File: config.mk
export PLATFORM = sky130hd
export DESIGN_NAME = solenoid_batch_pulse_sequencer
export DESIGN_NICKNAME = d
export VERILOG_FILES = /design/src/design/sbps_pkg.sv /design/src/design/sbps_queue.sv /design/src/design/sbps_front.sv /design/src/design/sbps_back.sv /design/src/design/solenoid_batch_pulse_sequencer.sv
export SDC_FILE = /design/constraint.sdc
export NUM_CORES = 1
export LEC_CHECK = 0
export BUFFER_PORTS_ARGS = -buffer_cell sky130_fd_sc_hd__clkbuf_2
export CAP_MARGIN = 20
export CORE_ASPECT_RATIO = 0.9
export CORE_MARGIN = 2
export CORE_UTILIZATION = 50
export DETAILED_ROUTE_END_ITERATION = 8
export GPL_TIMING_DRIVEN = 0
export PLACE_DENSITY = 0.72
export SETUP_SLACK_MARGIN = 0.2
export SYNTH_ARGS = -nofsm -noshare
export SYNTH_HDL_FRONTEND = slang
export SYNTH_HIERARCHICAL = 1
export SYNTH_SLANG_ARGS = --single-unit
File: constraint.sdc
create_clock -name clk -period 8.3 [get_ports clk]
set_input_delay 1.66 -clock clk [delete_from_list [all_inputs] [get_ports clk]]
set_output_delay 1.66 -clock clk [all_outputs]
set_load 0.1 [all_outputs]
File: src/design/sbps_pkg.sv
`default_nettype none
package sbps_pkg;

  localparam int POSITIONS   = 18;
  localparam int REG_BYTES   = 5;
  localparam int MAPPED_POS  = 12;
  localparam int FRAME_W     = 8 * REG_BYTES;
  localparam int POS_W       = $clog2(POSITIONS);
  localparam int CNT_W       = $clog2(POSITIONS + 1);
  localparam int LIMIT_W     = 5;
  localparam int CMP_W       = (CNT_W > LIMIT_W) ? CNT_W : LIMIT_W;
  localparam int MS_W        = 8;
  localparam int QUEUE_DEPTH = 2;
  localparam int QPTR_W      = $clog2(QUEUE_DEPTH);
  localparam int QCNT_W      = $clog2(QUEUE_DEPTH + 1);
  localparam int BITIDX_W    = $clog2(FRAME_W) + 2;

  // Configuration register indexes
  localparam logic [1:0] REG_BATCH_LIMIT  = 2'd0;
  localparam logic [1:0] REG_ENERGIZE_MS  = 2'd1;
  localparam logic [1:0] REG_BATCH_GAP_MS = 2'd2;
  localparam logic [1:0] REG_PHASE_GAP_MS = 2'd3;

  localparam logic [LIMIT_W-1:0] RST_BATCH_LIMIT  = 5'd10;
  localparam logic [MS_W-1:0]    RST_ENERGIZE_MS  = 8'd14;
  localparam logic [MS_W-1:0]    RST_BATCH_GAP_MS = 8'd12;
  localparam logic [MS_W-1:0]    RST_PHASE_GAP_MS = 8'd20;

  typedef struct packed {
    logic [LIMIT_W-1:0] batch_limit;
    logic [MS_W-1:0]    energize_ms;
    logic [MS_W-1:0]    batch_gap_ms;
    logic [MS_W-1:0]    phase_gap_ms;
  } cfg_t;

  // One queued pattern with its front-end classification
  typedef struct packed {
    logic [POSITIONS-1:0] pattern;
    logic                 raise_any;
  } job_t;

  typedef enum logic [1:0] {
    ST_IDLE,
    ST_LOWER,
    ST_RAISE
  } back_state_t;

  // Driver bit of one position; unmapped positions give zero
  function automatic logic [FRAME_W-1:0] pos_bit(input logic [POS_W-1:0] p,
                                                 input logic lowering);
    logic [BITIDX_W-1:0] byte_idx;
    logic [BITIDX_W-1:0] bit_idx;
    byte_idx = BITIDX_W'(p >> 2) + BITIDX_W'(1);
    bit_idx  = BITIDX_W'(byte_idx << 3) + BITIDX_W'({p[1:0], 1'b0})
             + BITIDX_W'(lowering);
    if ((BITIDX_W'(p) < BITIDX_W'(MAPPED_POS)) && (byte_idx < BITIDX_W'(REG_BYTES))) begin
      pos_bit = FRAME_W'(1) << bit_idx;
    end else begin
      pos_bit = '0;
    end
  endfunction

endpackage
`default_nettype wire

File: src/design/sbps_queue.sv
`default_nettype none
module sbps_queue (
  input  wire logic          clk,
  input  wire logic          rst_n,
  input  wire logic          push,
  input  wire sbps_pkg::job_t push_data,
  output logic               full,
  input  wire logic          pop,
  output logic               not_empty,
  output sbps_pkg::job_t     pop_data
);

  sbps_pkg::job_t                  mem_r [sbps_pkg::QUEUE_DEPTH];
  logic [sbps_pkg::QPTR_W-1:0]     wr_ptr_r, wr_ptr_nxt;
  logic [sbps_pkg::QPTR_W-1:0]     rd_ptr_r, rd_ptr_nxt;
  logic [sbps_pkg::QCNT_W-1:0]     cnt_r, cnt_nxt;

  assign full      = (cnt_r == sbps_pkg::QCNT_W'(sbps_pkg::QUEUE_DEPTH));
  assign not_empty = (cnt_r != '0);
  assign pop_data  = mem_r[rd_ptr_r];

  always_comb begin
    wr_ptr_nxt = wr_ptr_r;
    rd_ptr_nxt = rd_ptr_r;
    cnt_nxt    = cnt_r;
    if (push) begin
      wr_ptr_nxt = (wr_ptr_r == sbps_pkg::QPTR_W'(sbps_pkg::QUEUE_DEPTH - 1))
                 ? '0 : wr_ptr_r + sbps_pkg::QPTR_W'(1);
    end
    if (pop) begin
      rd_ptr_nxt = (rd_ptr_r == sbps_pkg::QPTR_W'(sbps_pkg::QUEUE_DEPTH - 1))
                 ? '0 : rd_ptr_r + sbps_pkg::QPTR_W'(1);
    end
    if (push && !pop) begin
      cnt_nxt = cnt_r + sbps_pkg::QCNT_W'(1);
    end else if (pop && !push) begin
      cnt_nxt = cnt_r - sbps_pkg::QCNT_W'(1);
    end
  end

  always_ff @(posedge clk) begin
    if (!rst_n) begin
      wr_ptr_r <= '0;
      rd_ptr_r <= '0;
      cnt_r    <= '0;
    end else begin
      wr_ptr_r <= wr_ptr_nxt;
      rd_ptr_r <= rd_ptr_nxt;
      cnt_r    <= cnt_nxt;
    end
  end

  always_ff @(posedge clk) begin
    if (push) begin
      mem_r[wr_ptr_r] <= push_data;
    end
  end

endmodule
`default_nettype wire

File: src/design/sbps_front.sv
`default_nettype none
module sbps_front (
  input  wire logic                          clk,
  input  wire logic                          rst_n,
  input  wire logic                          in_valid,
  output logic                               in_stall,
  input  wire logic [sbps_pkg::POSITIONS-1:0] in_pin_pattern,
  input  wire logic                          job_pop,
  output logic                               job_avail,
  output sbps_pkg::job_t                     job
);

  logic           q_full;
  logic           push;
  sbps_pkg::job_t push_data;

  // Classify: a pattern with no set bit has no raise phase
  assign push_data.pattern   = in_pin_pattern;
  assign push_data.raise_any = |in_pin_pattern;
  assign in_stall            = q_full;
  assign push                = in_valid && !q_full;

  sbps_queue u_queue (
    .clk       (clk),
    .rst_n     (rst_n),
    .push      (push),
    .push_data (push_data),
    .full      (q_full),
    .pop       (job_pop),
    .not_empty (job_avail),
    .pop_data  (job)
  );

endmodule
`default_nettype wire

File: src/design/sbps_back.sv
`default_nettype none
module sbps_back (
  input  wire logic                         clk,
  input  wire logic                         rst_n,
  input  wire sbps_pkg::cfg_t               cfg,
  input  wire logic                         job_avail,
  input  wire sbps_pkg::job_t               job,
  output logic                              job_pop,
  output logic                              out_valid,
  input  wire logic                         out_stall,
  output logic [sbps_pkg::FRAME_W-1:0]      out_frame_image,
  output logic [sbps_pkg::MS_W-1:0]         out_on_ms,
  output logic [sbps_pkg::MS_W-1:0]         out_off_ms,
  output logic                              out_phase,
  output logic                              out_last
);

  sbps_pkg::back_state_t           state_r, state_nxt;
  logic [sbps_pkg::POS_W-1:0]      pos_r, pos_nxt;
  logic [sbps_pkg::CNT_W-1:0]      count_r, count_nxt;
  logic [sbps_pkg::FRAME_W-1:0]    image_r, image_nxt;
  logic [sbps_pkg::POSITIONS-1:0]  pat_r, pat_nxt;
  logic                            raise_any_r, raise_any_nxt;

  logic                            out_valid_r, out_valid_nxt;
  logic [sbps_pkg::FRAME_W-1:0]    frame_r;
  logic [sbps_pkg::MS_W-1:0]       on_r, off_r;
  logic                            phase_r, last_r;

  logic                            out_free, adv, lowering, visit, end_pos;
  logic                            full_batch, partial, emit, emit_last;
  logic [sbps_pkg::CNT_W-1:0]      cnt_inc;
  logic [sbps_pkg::FRAME_W-1:0]    img_inc;
  logic [sbps_pkg::MS_W-1:0]       off_val;

  assign out_free = !out_valid_r || !out_stall;
  assign lowering = (state_r == sbps_pkg::ST_LOWER);
  assign adv      = (state_r != sbps_pkg::ST_IDLE) && out_free;
  // Raise counts only set positions; pat_r shifts so bit 0 is the current one
  assign visit    = lowering || pat_r[0];
  assign end_pos  = (pos_r == sbps_pkg::POS_W'(sbps_pkg::POSITIONS - 1));
  assign cnt_inc  = count_r + sbps_pkg::CNT_W'(visit);
  assign img_inc  = image_r | (visit ? sbps_pkg::pos_bit(pos_r, lowering) : '0);
  assign full_batch = visit &&
      (sbps_pkg::CMP_W'(cnt_inc) >= sbps_pkg::CMP_W'(cfg.batch_limit));
  assign partial  = !full_batch && end_pos && (cnt_inc != '0);
  assign emit     = adv && (full_batch || partial);

  // Next state
  always_comb begin
    state_nxt = state_r;
    unique case (state_r)
      sbps_pkg::ST_IDLE: begin
        if (job_avail) begin
          state_nxt = sbps_pkg::ST_LOWER;
        end
      end
      sbps_pkg::ST_LOWER: begin
        if (adv && end_pos) begin
          state_nxt = raise_any_r ? sbps_pkg::ST_RAISE : sbps_pkg::ST_IDLE;
        end
      end
      sbps_pkg::ST_RAISE: begin
        if (adv && end_pos) begin
          state_nxt = sbps_pkg::ST_IDLE;
        end
      end
      default: state_nxt = sbps_pkg::ST_IDLE;
    endcase
  end

  // Walker datapath and frame attributes
  always_comb begin
    job_pop       = 1'b0;
    pos_nxt       = pos_r;
    count_nxt     = count_r;
    image_nxt     = image_r;
    pat_nxt       = pat_r;
    raise_any_nxt = raise_any_r;
    emit_last     = 1'b0;
    off_val       = '0;
    unique case (state_r)
      sbps_pkg::ST_IDLE: begin
        job_pop = job_avail;
        if (job_avail) begin
          pos_nxt       = '0;
          count_nxt     = '0;
          image_nxt     = '0;
          pat_nxt       = job.pattern;
          raise_any_nxt = job.raise_any;
        end
      end
      sbps_pkg::ST_LOWER: begin
        off_val   = full_batch ? cfg.batch_gap_ms : cfg.phase_gap_ms;
        emit_last = end_pos && !raise_any_r;
        if (adv) begin
          pos_nxt   = end_pos ? '0 : pos_r + sbps_pkg::POS_W'(1);
          count_nxt = (full_batch || end_pos) ? '0 : cnt_inc;
          image_nxt = (full_batch || end_pos) ? '0 : img_inc;
        end
      end
      sbps_pkg::ST_RAISE: begin
        off_val   = full_batch ? cfg.batch_gap_ms : '0;
        // Last when no set position remains beyond this one
        emit_last = partial || !(|pat_r[sbps_pkg::POSITIONS-1:1]);
        if (adv) begin
          pos_nxt   = end_pos ? '0 : pos_r + sbps_pkg::POS_W'(1);
          count_nxt = (full_batch || end_pos) ? '0 : cnt_inc;
          image_nxt = (full_batch || end_pos) ? '0 : img_inc;
          pat_nxt   = pat_r >> 1;
        end
      end
      default: begin
      end
    endcase
  end

  always_comb begin
    out_valid_nxt = out_valid_r;
    if (emit) begin
      out_valid_nxt = 1'b1;
    end else if (!out_stall) begin
      out_valid_nxt = 1'b0;
    end
  end

  always_ff @(posedge clk) begin
    if (!rst_n) begin
      state_r     <= sbps_pkg::ST_IDLE;
      out_valid_r <= 1'b0;
    end else begin
      state_r     <= state_nxt;
      out_valid_r <= out_valid_nxt;
    end
  end

  always_ff @(posedge clk) begin
    pos_r       <= pos_nxt;
    count_r     <= count_nxt;
    image_r     <= image_nxt;
    pat_r       <= pat_nxt;
    raise_any_r <= raise_any_nxt;
    if (emit) begin
      frame_r <= img_inc;
      on_r    <= cfg.energize_ms;
      off_r   <= off_val;
      phase_r <= !lowering;
      last_r  <= emit_last;
    end
  end

  assign out_valid       = out_valid_r;
  assign out_frame_image = frame_r;
  assign out_on_ms       = on_r;
  assign out_off_ms      = off_r;
  assign out_phase       = phase_r;
  assign out_last        = last_r;

endmodule
`default_nettype wire

File: src/design/solenoid_batch_pulse_sequencer.sv
`default_nettype none
// Channel  Direction  Handshake          Payload
// in_      input      in_valid/in_stall  in_pin_pattern[17:0]
// out_     output     out_valid/out_stall out_frame_image[39:0], out_on_ms, out_off_ms,
//                                        out_phase, out_last
// cfg_     input      cfg_valid/cfg_ready cfg_index[1:0], cfg_data[7:0]
//
// In the back end each pattern is first pulled off the queue; then the lowering
// walk and the raise walk each step through all 18 positions in order.
// The raise walk is skipped for an all-zero pattern.
// At most one frame is produced per cycle; a stalled output freezes the walk.
// A two-entry queue keeps accepting patterns while the back end is busy.
// Synchronous active-low reset clears control state and loads register defaults.
module solenoid_batch_pulse_sequencer (
  input  wire logic                           clk,
  input  wire logic                           rst_n,
  input  wire logic                           in_valid,
  output logic                                in_stall,
  input  wire logic [sbps_pkg::POSITIONS-1:0] in_pin_pattern,
  output logic                                out_valid,
  input  wire logic                           out_stall,
  output logic [sbps_pkg::FRAME_W-1:0]        out_frame_image,
  output logic [sbps_pkg::MS_W-1:0]           out_on_ms,
  output logic [sbps_pkg::MS_W-1:0]           out_off_ms,
  output logic                                out_phase,
  output logic                                out_last,
  input  wire logic                           cfg_valid,
  output logic                                cfg_ready,
  input  wire logic [1:0]                     cfg_index,
  input  wire logic [sbps_pkg::MS_W-1:0]      cfg_data
);

  sbps_pkg::cfg_t cfg_r, cfg_nxt;
  logic           job_pop;
  logic           job_avail;
  sbps_pkg::job_t job;

  // Register writes are always taken
  assign cfg_ready = 1'b1;

  // Decode a configuration transaction into the register file
  always_comb begin
    cfg_nxt = cfg_r;
    if (cfg_valid) begin
      unique case (cfg_index)
        sbps_pkg::REG_BATCH_LIMIT:  cfg_nxt.batch_limit  = cfg_data[sbps_pkg::LIMIT_W-1:0];
        sbps_pkg::REG_ENERGIZE_MS:  cfg_nxt.energize_ms  = cfg_data;
        sbps_pkg::REG_BATCH_GAP_MS: cfg_nxt.batch_gap_ms = cfg_data;
        sbps_pkg::REG_PHASE_GAP_MS: cfg_nxt.phase_gap_ms = cfg_data;
        default:                    cfg_nxt = cfg_r;
      endcase
    end
  end

  always_ff @(posedge clk) begin
    if (!rst_n) begin
      cfg_r.batch_limit  <= sbps_pkg::RST_BATCH_LIMIT;
      cfg_r.energize_ms  <= sbps_pkg::RST_ENERGIZE_MS;
      cfg_r.batch_gap_ms <= sbps_pkg::RST_BATCH_GAP_MS;
      cfg_r.phase_gap_ms <= sbps_pkg::RST_PHASE_GAP_MS;
    end else begin
      cfg_r <= cfg_nxt;
    end
  end

  // Front end: accept and classify patterns, hold them in the queue
  sbps_front u_front (
    .clk            (clk),
    .rst_n          (rst_n),
    .in_valid       (in_valid),
    .in_stall       (in_stall),
    .in_pin_pattern (in_pin_pattern),
    .job_pop        (job_pop),
    .job_avail      (job_avail),
    .job            (job)
  );

  // Back end: walk positions, batch them and emit frames
  sbps_back u_back (
    .clk             (clk),
    .rst_n           (rst_n),
    .cfg             (cfg_r),
    .job_avail       (job_avail),
    .job             (job),
    .job_pop         (job_pop),
    .out_valid       (out_valid),
    .out_stall       (out_stall),
    .out_frame_image (out_frame_image),
    .out_on_ms       (out_on_ms),
    .out_off_ms      (out_off_ms),
    .out_phase       (out_phase),
    .out_last        (out_last)
  );

endmodule
`default_nettype wire

======== Word level (Yosys, flattened, before mapping) ========
Memory sizes are Yosys's and may differ from the RTL's. A register that Yosys moved wholly into a read port is not among the register bits.
Index checks and enable logic that the tools add are counted.
cells by class
  $add $sub $neg .......................... 9
  order comparisons ....................... 3
  equality and inequality tests ........... 13
  shift operators ......................... 1
  multiplexer cells ....................... 36
  bitwise gates (word level) .............. 1
  reductions and logical operators ........ 44
operator list
  kind                    count
  $mux W40                5
  $pmux W40 S2            1
  $or A40 B40 Y40         1
  $shl A1 B8 Y40 const A  1
  $mux W18                2
  $pmux W18 S2            1
  $mux W5                 5
  $pmux W5 S2             2
  $reduce_or A18 Y1       1
  $reduce_or A17 Y1       1
  $mux W8                 2
  $pmux W8 S2             1
  $mux W2                 6
  $logic_and A1 B1 Y1     11
  $ne A2 B1 Y1 const B    5
  $reduce_and A2 Y1       5
  $reduce_bool A2 Y1      5
  $logic_not A1 Y1        9
  $mux W1                 9
  $reduce_and A3 Y1       3
  $add A8 B1 Y8           1
  $add A8 B3 Y8           1
  $eq A2 B2 Y1 const B    4
  $lt A8 B3 Y1 const B    1
  other kinds (17)        24
storage, ports and cells
  flip-flop bits (word level) ............. 163
  RAM bits ................................ 38
  input bits .............................. 33
  output and inout port bits .............. 61
  logic and storage cells ................. 127
  memories kept ........................... 1
memory list
  memory                 words  width  read ports  clocked after memory_dff  write ports  line              text
  u_front.u_queue.mem_r  2      19     1           1                         1            sbps_queue.sv:13  sbps_pkg::job_t mem_r [sbps_pkg::QUEUE_DEPTH];

======== Longest topological paths before layout ========
  word-level depth ........................ 11
  mapped depth ............................ 15
  gate-level depth less buffers ........... 13

======== Cells and area by module ========
The synthesis kept the hierarchy.
modules (own cells, without submodules)
  module                          times used  cells each  area an instance (um^2)  sequential area each (um^2)
  sbps_back                       1           384         5699.2                   3873.7
  sbps_queue                      1           81          1592.8                   1241.2
  solenoid_batch_pulse_sequencer  1           117         1163.6                   580.6
  sbps_front                      1           7           45.0                     0.0

======== Worst setup path after synthesis ========
OpenSTA, ideal clock, no wires.
  path kind ............................... register to register
  start ................................... register u_back.state_r[1]
  end ..................................... register u_back.frame_r, in the netlist u_back/out_frame_image[0] (enable)
  library setup time ...................... 0.563 ns
  arrival time ............................ 6.765 ns
  data required time ...................... 7.737 ns
  slack ................................... 0.973 ns
  cell stages (with the launch flop) ...... 16
  path buffers ............................ 2
  period minus slack after synthesis ...... 7.327 ns
  path through ............................ dfxtp_1 > inv_1 > ha_1 > buf_6 > or2_4 > ha_1 > ha_1 > nand3_1 > xor2_1 > inv_1 > ha_1 > a21o_1 > nand2_1 > o21a_1 > buf_6 > a21boi_0
between the ends
  longest elaborated chain between the ends .. 10
  elaborated cells between the ends (all ways) .. 13
  those cells by class .................... 1 x add/sub; 1 x order compare; 1 x eq/ne; 10 x reduce/logical
RTL lines
  item                               line              text
  start: declaration                 sbps_back.sv:18   sbps_pkg::back_state_t state_r, state_nxt;
  start signal: assignment           sbps_back.sv:129  state_r <= sbps_pkg::ST_IDLE;
  start signal: assignment           sbps_back.sv:132  state_r <= state_nxt;
  $eq A2 B1 Y1 (*)                   sbps_back.sv:37   assign lowering = (state_r == sbps_pkg::ST_LOWER);
  $logic_or A1 B1 Y1 (*)             sbps_back.sv:40   assign visit = lowering || pat_r[0];
  $add A5 B1 Y5 (*)                  sbps_back.sv:42   assign cnt_inc = count_r + sbps_pkg::CNT_W'(visit);
  named net u_back.cnt_inc, one bit  sbps_back.sv:32   logic [sbps_pkg::CNT_W-1:0] cnt_inc;
  $ge A5 B5 Y1                       sbps_back.sv:45   (sbps_pkg::CMP_W'(cnt_inc) >= sbps_pkg::CMP_W'(cfg.batch_limit));
  $logic_and A1 B1 Y1                sbps_back.sv:44   assign full_batch = visit &&
  $logic_not A1 Y1                   sbps_back.sv:46   assign partial = !full_batch && end_pos && (cnt_inc != '0);
  $logic_and A1 B1 Y1 (2 in a row)   sbps_back.sv:46
  $logic_or A1 B1 Y1 (*)             sbps_back.sv:47   assign emit = adv && (full_batch || partial);
  $logic_and A1 B1 Y1 (*)            sbps_back.sv:47
  named net u_back.emit              sbps_back.sv:31   logic full_batch, partial, emit, emit_last;
  end signal: assignment             sbps_back.sv:144  frame_r <= img_inc;
  end: declaration                   sbps_back.sv:26   logic [sbps_pkg::FRAME_W-1:0] frame_r;
The timed path passes the listed nets; every way through them passes the cells marked *.
A chain may end at the register's enable or synchronous reset.

======== Worst setup path in the final report ========
  start ................................... register u_back.state_r[1]
  end ..................................... register u_back.frame_r, in the netlist u_back/out_frame_image[28] (enable)
The elaborated chain is that of the path after synthesis.

==> out/summary.txt <==
Avg Inst Size Synth -> 14.4 sq um
Setup CP Type -> reg -> reg
DRT iter0 DRCs -> 300
min-delay worst type -> reg -> reg
max_cap viols -> 0
TritonRoute pass-1 iters -> 4
Die W -> 141 um
CTS tree -> built
number of synthesized register bits -> 202
Min Clock Period, post-route -> 4120 ps
initial antenna violation count -> 0
Routed wire per std cell -> 16.8 um
Synth area leader -> edfxtp_1
Die H -> 128 um
TritonCTS Buffers -> 21
worst-skew pair later-pin latency -> 480 ps
Fillers -> 1299
number of synthesized flops with an enable pin -> 165
final wirelength -> 15600 um
placed cell areas -> 9330 sq um
fin cells -> 931
Setup Buffers After CTS -> 0
CP max stage cell -> a21boi_4
DP Wirelength -> 10900 um
Hold Violations, Final -> 0
core area -> 16800 sq um
hold_buf cts -> 0
Max transition margin -> 0.355
Post-Synthesis Cells -> 589
final setup fails -> 0
Routed Antenna Nets -> 0
Post-route DRC -> 0
Tcrit/Tclk final -> 0.497
P_leak -> 3.96 nW
worst endpoint data arrival time -> 4310 ps
TNS Setup -> 0 ps
Worst-path clk slew -> 60 ps
CTS root buffer -> clkbuf_16
GRT overflow -> 0
sequential-to-total area share from yosys stat -> 0.670
Resized cells post-CTS -> 0
Crit path largest cell delay -> 580 ps
FFs w/ async S/R, synth -> 0
Worst-Margin Slew -> 965 ps
Syn Nets -> 637
vias in the first global route -> 4926
RSZ-0062 raised after global routing -> no
Clock Path Buffers -> 3
H-tree Lvls -> 1
Main synth FF type -> edfxtp_1
main area contributors after synthesis -> edfxtp_1, dfxtp_1, mux2_2
fmax -> 0.243 GHz
global-route wire length before repair -> 25100 um
mapped cell area -> 8500 sq um
Total Nets Final -> 754
# IOs -> 94
final worst clock skew -> 13.9 ps
row count -> 45
Crit. End Element -> flip-flop
Register Area -> 5700 sq um
starting density of the core -> 0.507
peak supply drop -> 0.000156 V
Final Power -> 0.00422 W
Buf/Inv on CP -> 6
Design Area, Final -> 10100 sq um
# port buffers -> 90
Setup crit start kind -> flip-flop
Via density -> 5.30
routability cong. -> 0.794
Tot GR Track Use -> 0.175
largest net degree at the start of global routing -> 29
DP Cell Count -> 894
cell mode on critical path -> ha_1
clk sinks -> 202
pre-CTS setup slack -> 4150 ps
vias post-DR -> 4934
Synth-to-Final Area Change -> 18.5%
footprint of the multi-input gates -> 2560 sq um
Antenna diodes -> 0
CP max FO -> 22
synth warn -> 6
Slew Limit Fails -> 0
fraction of layout cells with a size suffix above 1 -> 0.289
CP Cell Sequence -> inv_1, ha_1, buf_6, or2_4, ha_1, ha_1, nand3_1, xor2_1, inv_1, ha_1, a21o_1, nand2_1, o21a_1, buf_6, a21boi_4, buf_16, buf_16
die area -> 18100 sq um
Final WS setup -> 4180 ps
status -> finished, final reports clean
Yosys top cell area share -> 0.583
critical path's top delay family -> adder cells
Yosys cell types -> 52
worst path required time -> 8490 ps
Pwr Density -> 420 nW/um^2
-- Yosys cell counts (6+ instances only) --
cell type  number
dfxtp_1        37
mux2i_1        29
nor2b_1        43
nor4_1          6
o21ai_0         6
nor2_1         14
nor4_2          8
and2_1          6
nand3_1         8
edfxtp_1      165
inv_1          33
mux2_2         36
buf_4           6
ha_1           15
nor2b_2        13
a21o_1         42
o32ai_1         8
nand2_1        44
-- area by class of cell --
type,instances,share of cell area
Clock buffer,29,0.0624
Inverter,33,0.0123
Timing Repair Buffer,94,0.0533
Buffer,24,0.0148
Tap cell,211,0.0262
Multi-Input combinational cell,330,0.254
Clock inverter,8,0.0111
Sequential cell,202,0.566
-- power breakdown --
group / total (W) / internal, W / leakage, nW / switching [W]
sequential: 0.00165 / 0.00154 / 1.84 / 0.000113
clock: 0.000979 / 0.000620 / 0.363 / 0.000359
combinational: 0.00159 / 0.000441 / 1.76 / 0.00115
-- path summary, 6_finish.rpt --
| check | slack, ps | start | cells past startpoint | end |
|---|---|---|---|---|
| setup reg to reg | 4180 | u_back/state_r[1]$_SDFFE_PN0P_ | 17 | u_back/out_frame_image[28]$_DFFE_PP_ |
| setup / recovery | 4180 | u_back/state_r[1]$_SDFFE_PN0P_ | 17 | u_back/out_frame_image[28]$_DFFE_PP_ |
| hold reg to reg | 430 | cfg_r[16]$_SDFFE_PN0P_ | 0 | u_back/out_on_ms[0]$_DFFE_PP_ |
| hold / removal | 430 | cfg_r[16]$_SDFFE_PN0P_ | 0 | u_back/out_on_ms[0]$_DFFE_PP_ |
-- through the flow --
| stage | hold WS [ps] | util |
|---|---|---|
| after global routing | 443 | 0.600 |
| after floorplan | 408 | - |
| after CTS | 434 | 0.600 |
| final | 432 | 0.600 |
| after global placement | 416 | 0.549 |
| after detailed placement | 418 | 0.556 |
-- flip-flops by register name, summed over array words and instances, names as in the netlist, named ones only --
name                      count
u_back/out_off_ms             8
u_back/out_phase              1
u_back/out_frame_image       40
u_back/out_last               1
u_front/u_queue/cnt_r         2
u_back/count_r                5
cfg_r                        29
u_back/image_r               40
u_back/out_valid              1
u_back/pat_r                 18
u_front/u_queue/mem_r        38
u_back/state_r                2
u_back/out_on_ms              8
u_front/u_queue/rd_ptr_r      1
u_front/u_queue/wr_ptr_r      1
u_back/raise_any_r            1
u_back/pos_r                  5
-- cells in the final DEF, fill, tap and decap left out, types with 6 or more instances in the layout --
master / count
clkbuf_16: 23
dfxtp_1: 37
mux2_2: 36
clkbuf_2: 90
nor2b_1: 42
nor2b_2: 14
nor4_1: 6
buf_4: 6
edfxtp_1: 165
nor4_2: 8
nand2_1: 44
inv_1: 33
nor2_1: 14
clkbuf_1: 8
nand3_1: 8
o32ai_1: 8
and2_1: 6
a21o_1: 42
ha_1: 15
mux2i_1: 29
-- kinds of logic after synthesis --
| family | after synthesis | synth area share |
|---|---|---|
| flops | 202 | 0.670 |
| simple gates | 169 | 0.119 |
| compound gates | 71 | 0.0652 |
| mux | 65 | 0.0818 |
| buf+inv | 57 | 0.0321 |
| fa+ha+maj | 15 | 0.0221 |
| xor+xnor | 9 | 0.00927 |
| other cells | 1 | 0.000441 |
-- per-layer routing --
metal | track usage | wire length [um] | vias up
li1 | - | - | 2384
met1 | 0.245 | 7220 | 2413
met2 | 0.289 | 7550 | 118
met3 | 0.0284 | 629 | 19
met4 | 0.0435 | 239 | 0
met5 | 0 | 0 | -
-- worst register-to-register path, cell delays in order (launching register included) --
cell,delay [ps]
dfxtp_1,360
inv_1,70
ha_1,190
buf_6,140
or2_4,270
ha_1,200
ha_1,210
nand3_1,100
xor2_1,250
inv_1,70
ha_1,360
a21o_1,140
nand2_1,120
o21a_1,160
buf_6,150
a21boi_4,580
buf_16,260
buf_16,190
No activity file was read; power rests on OpenSTA's default activity.
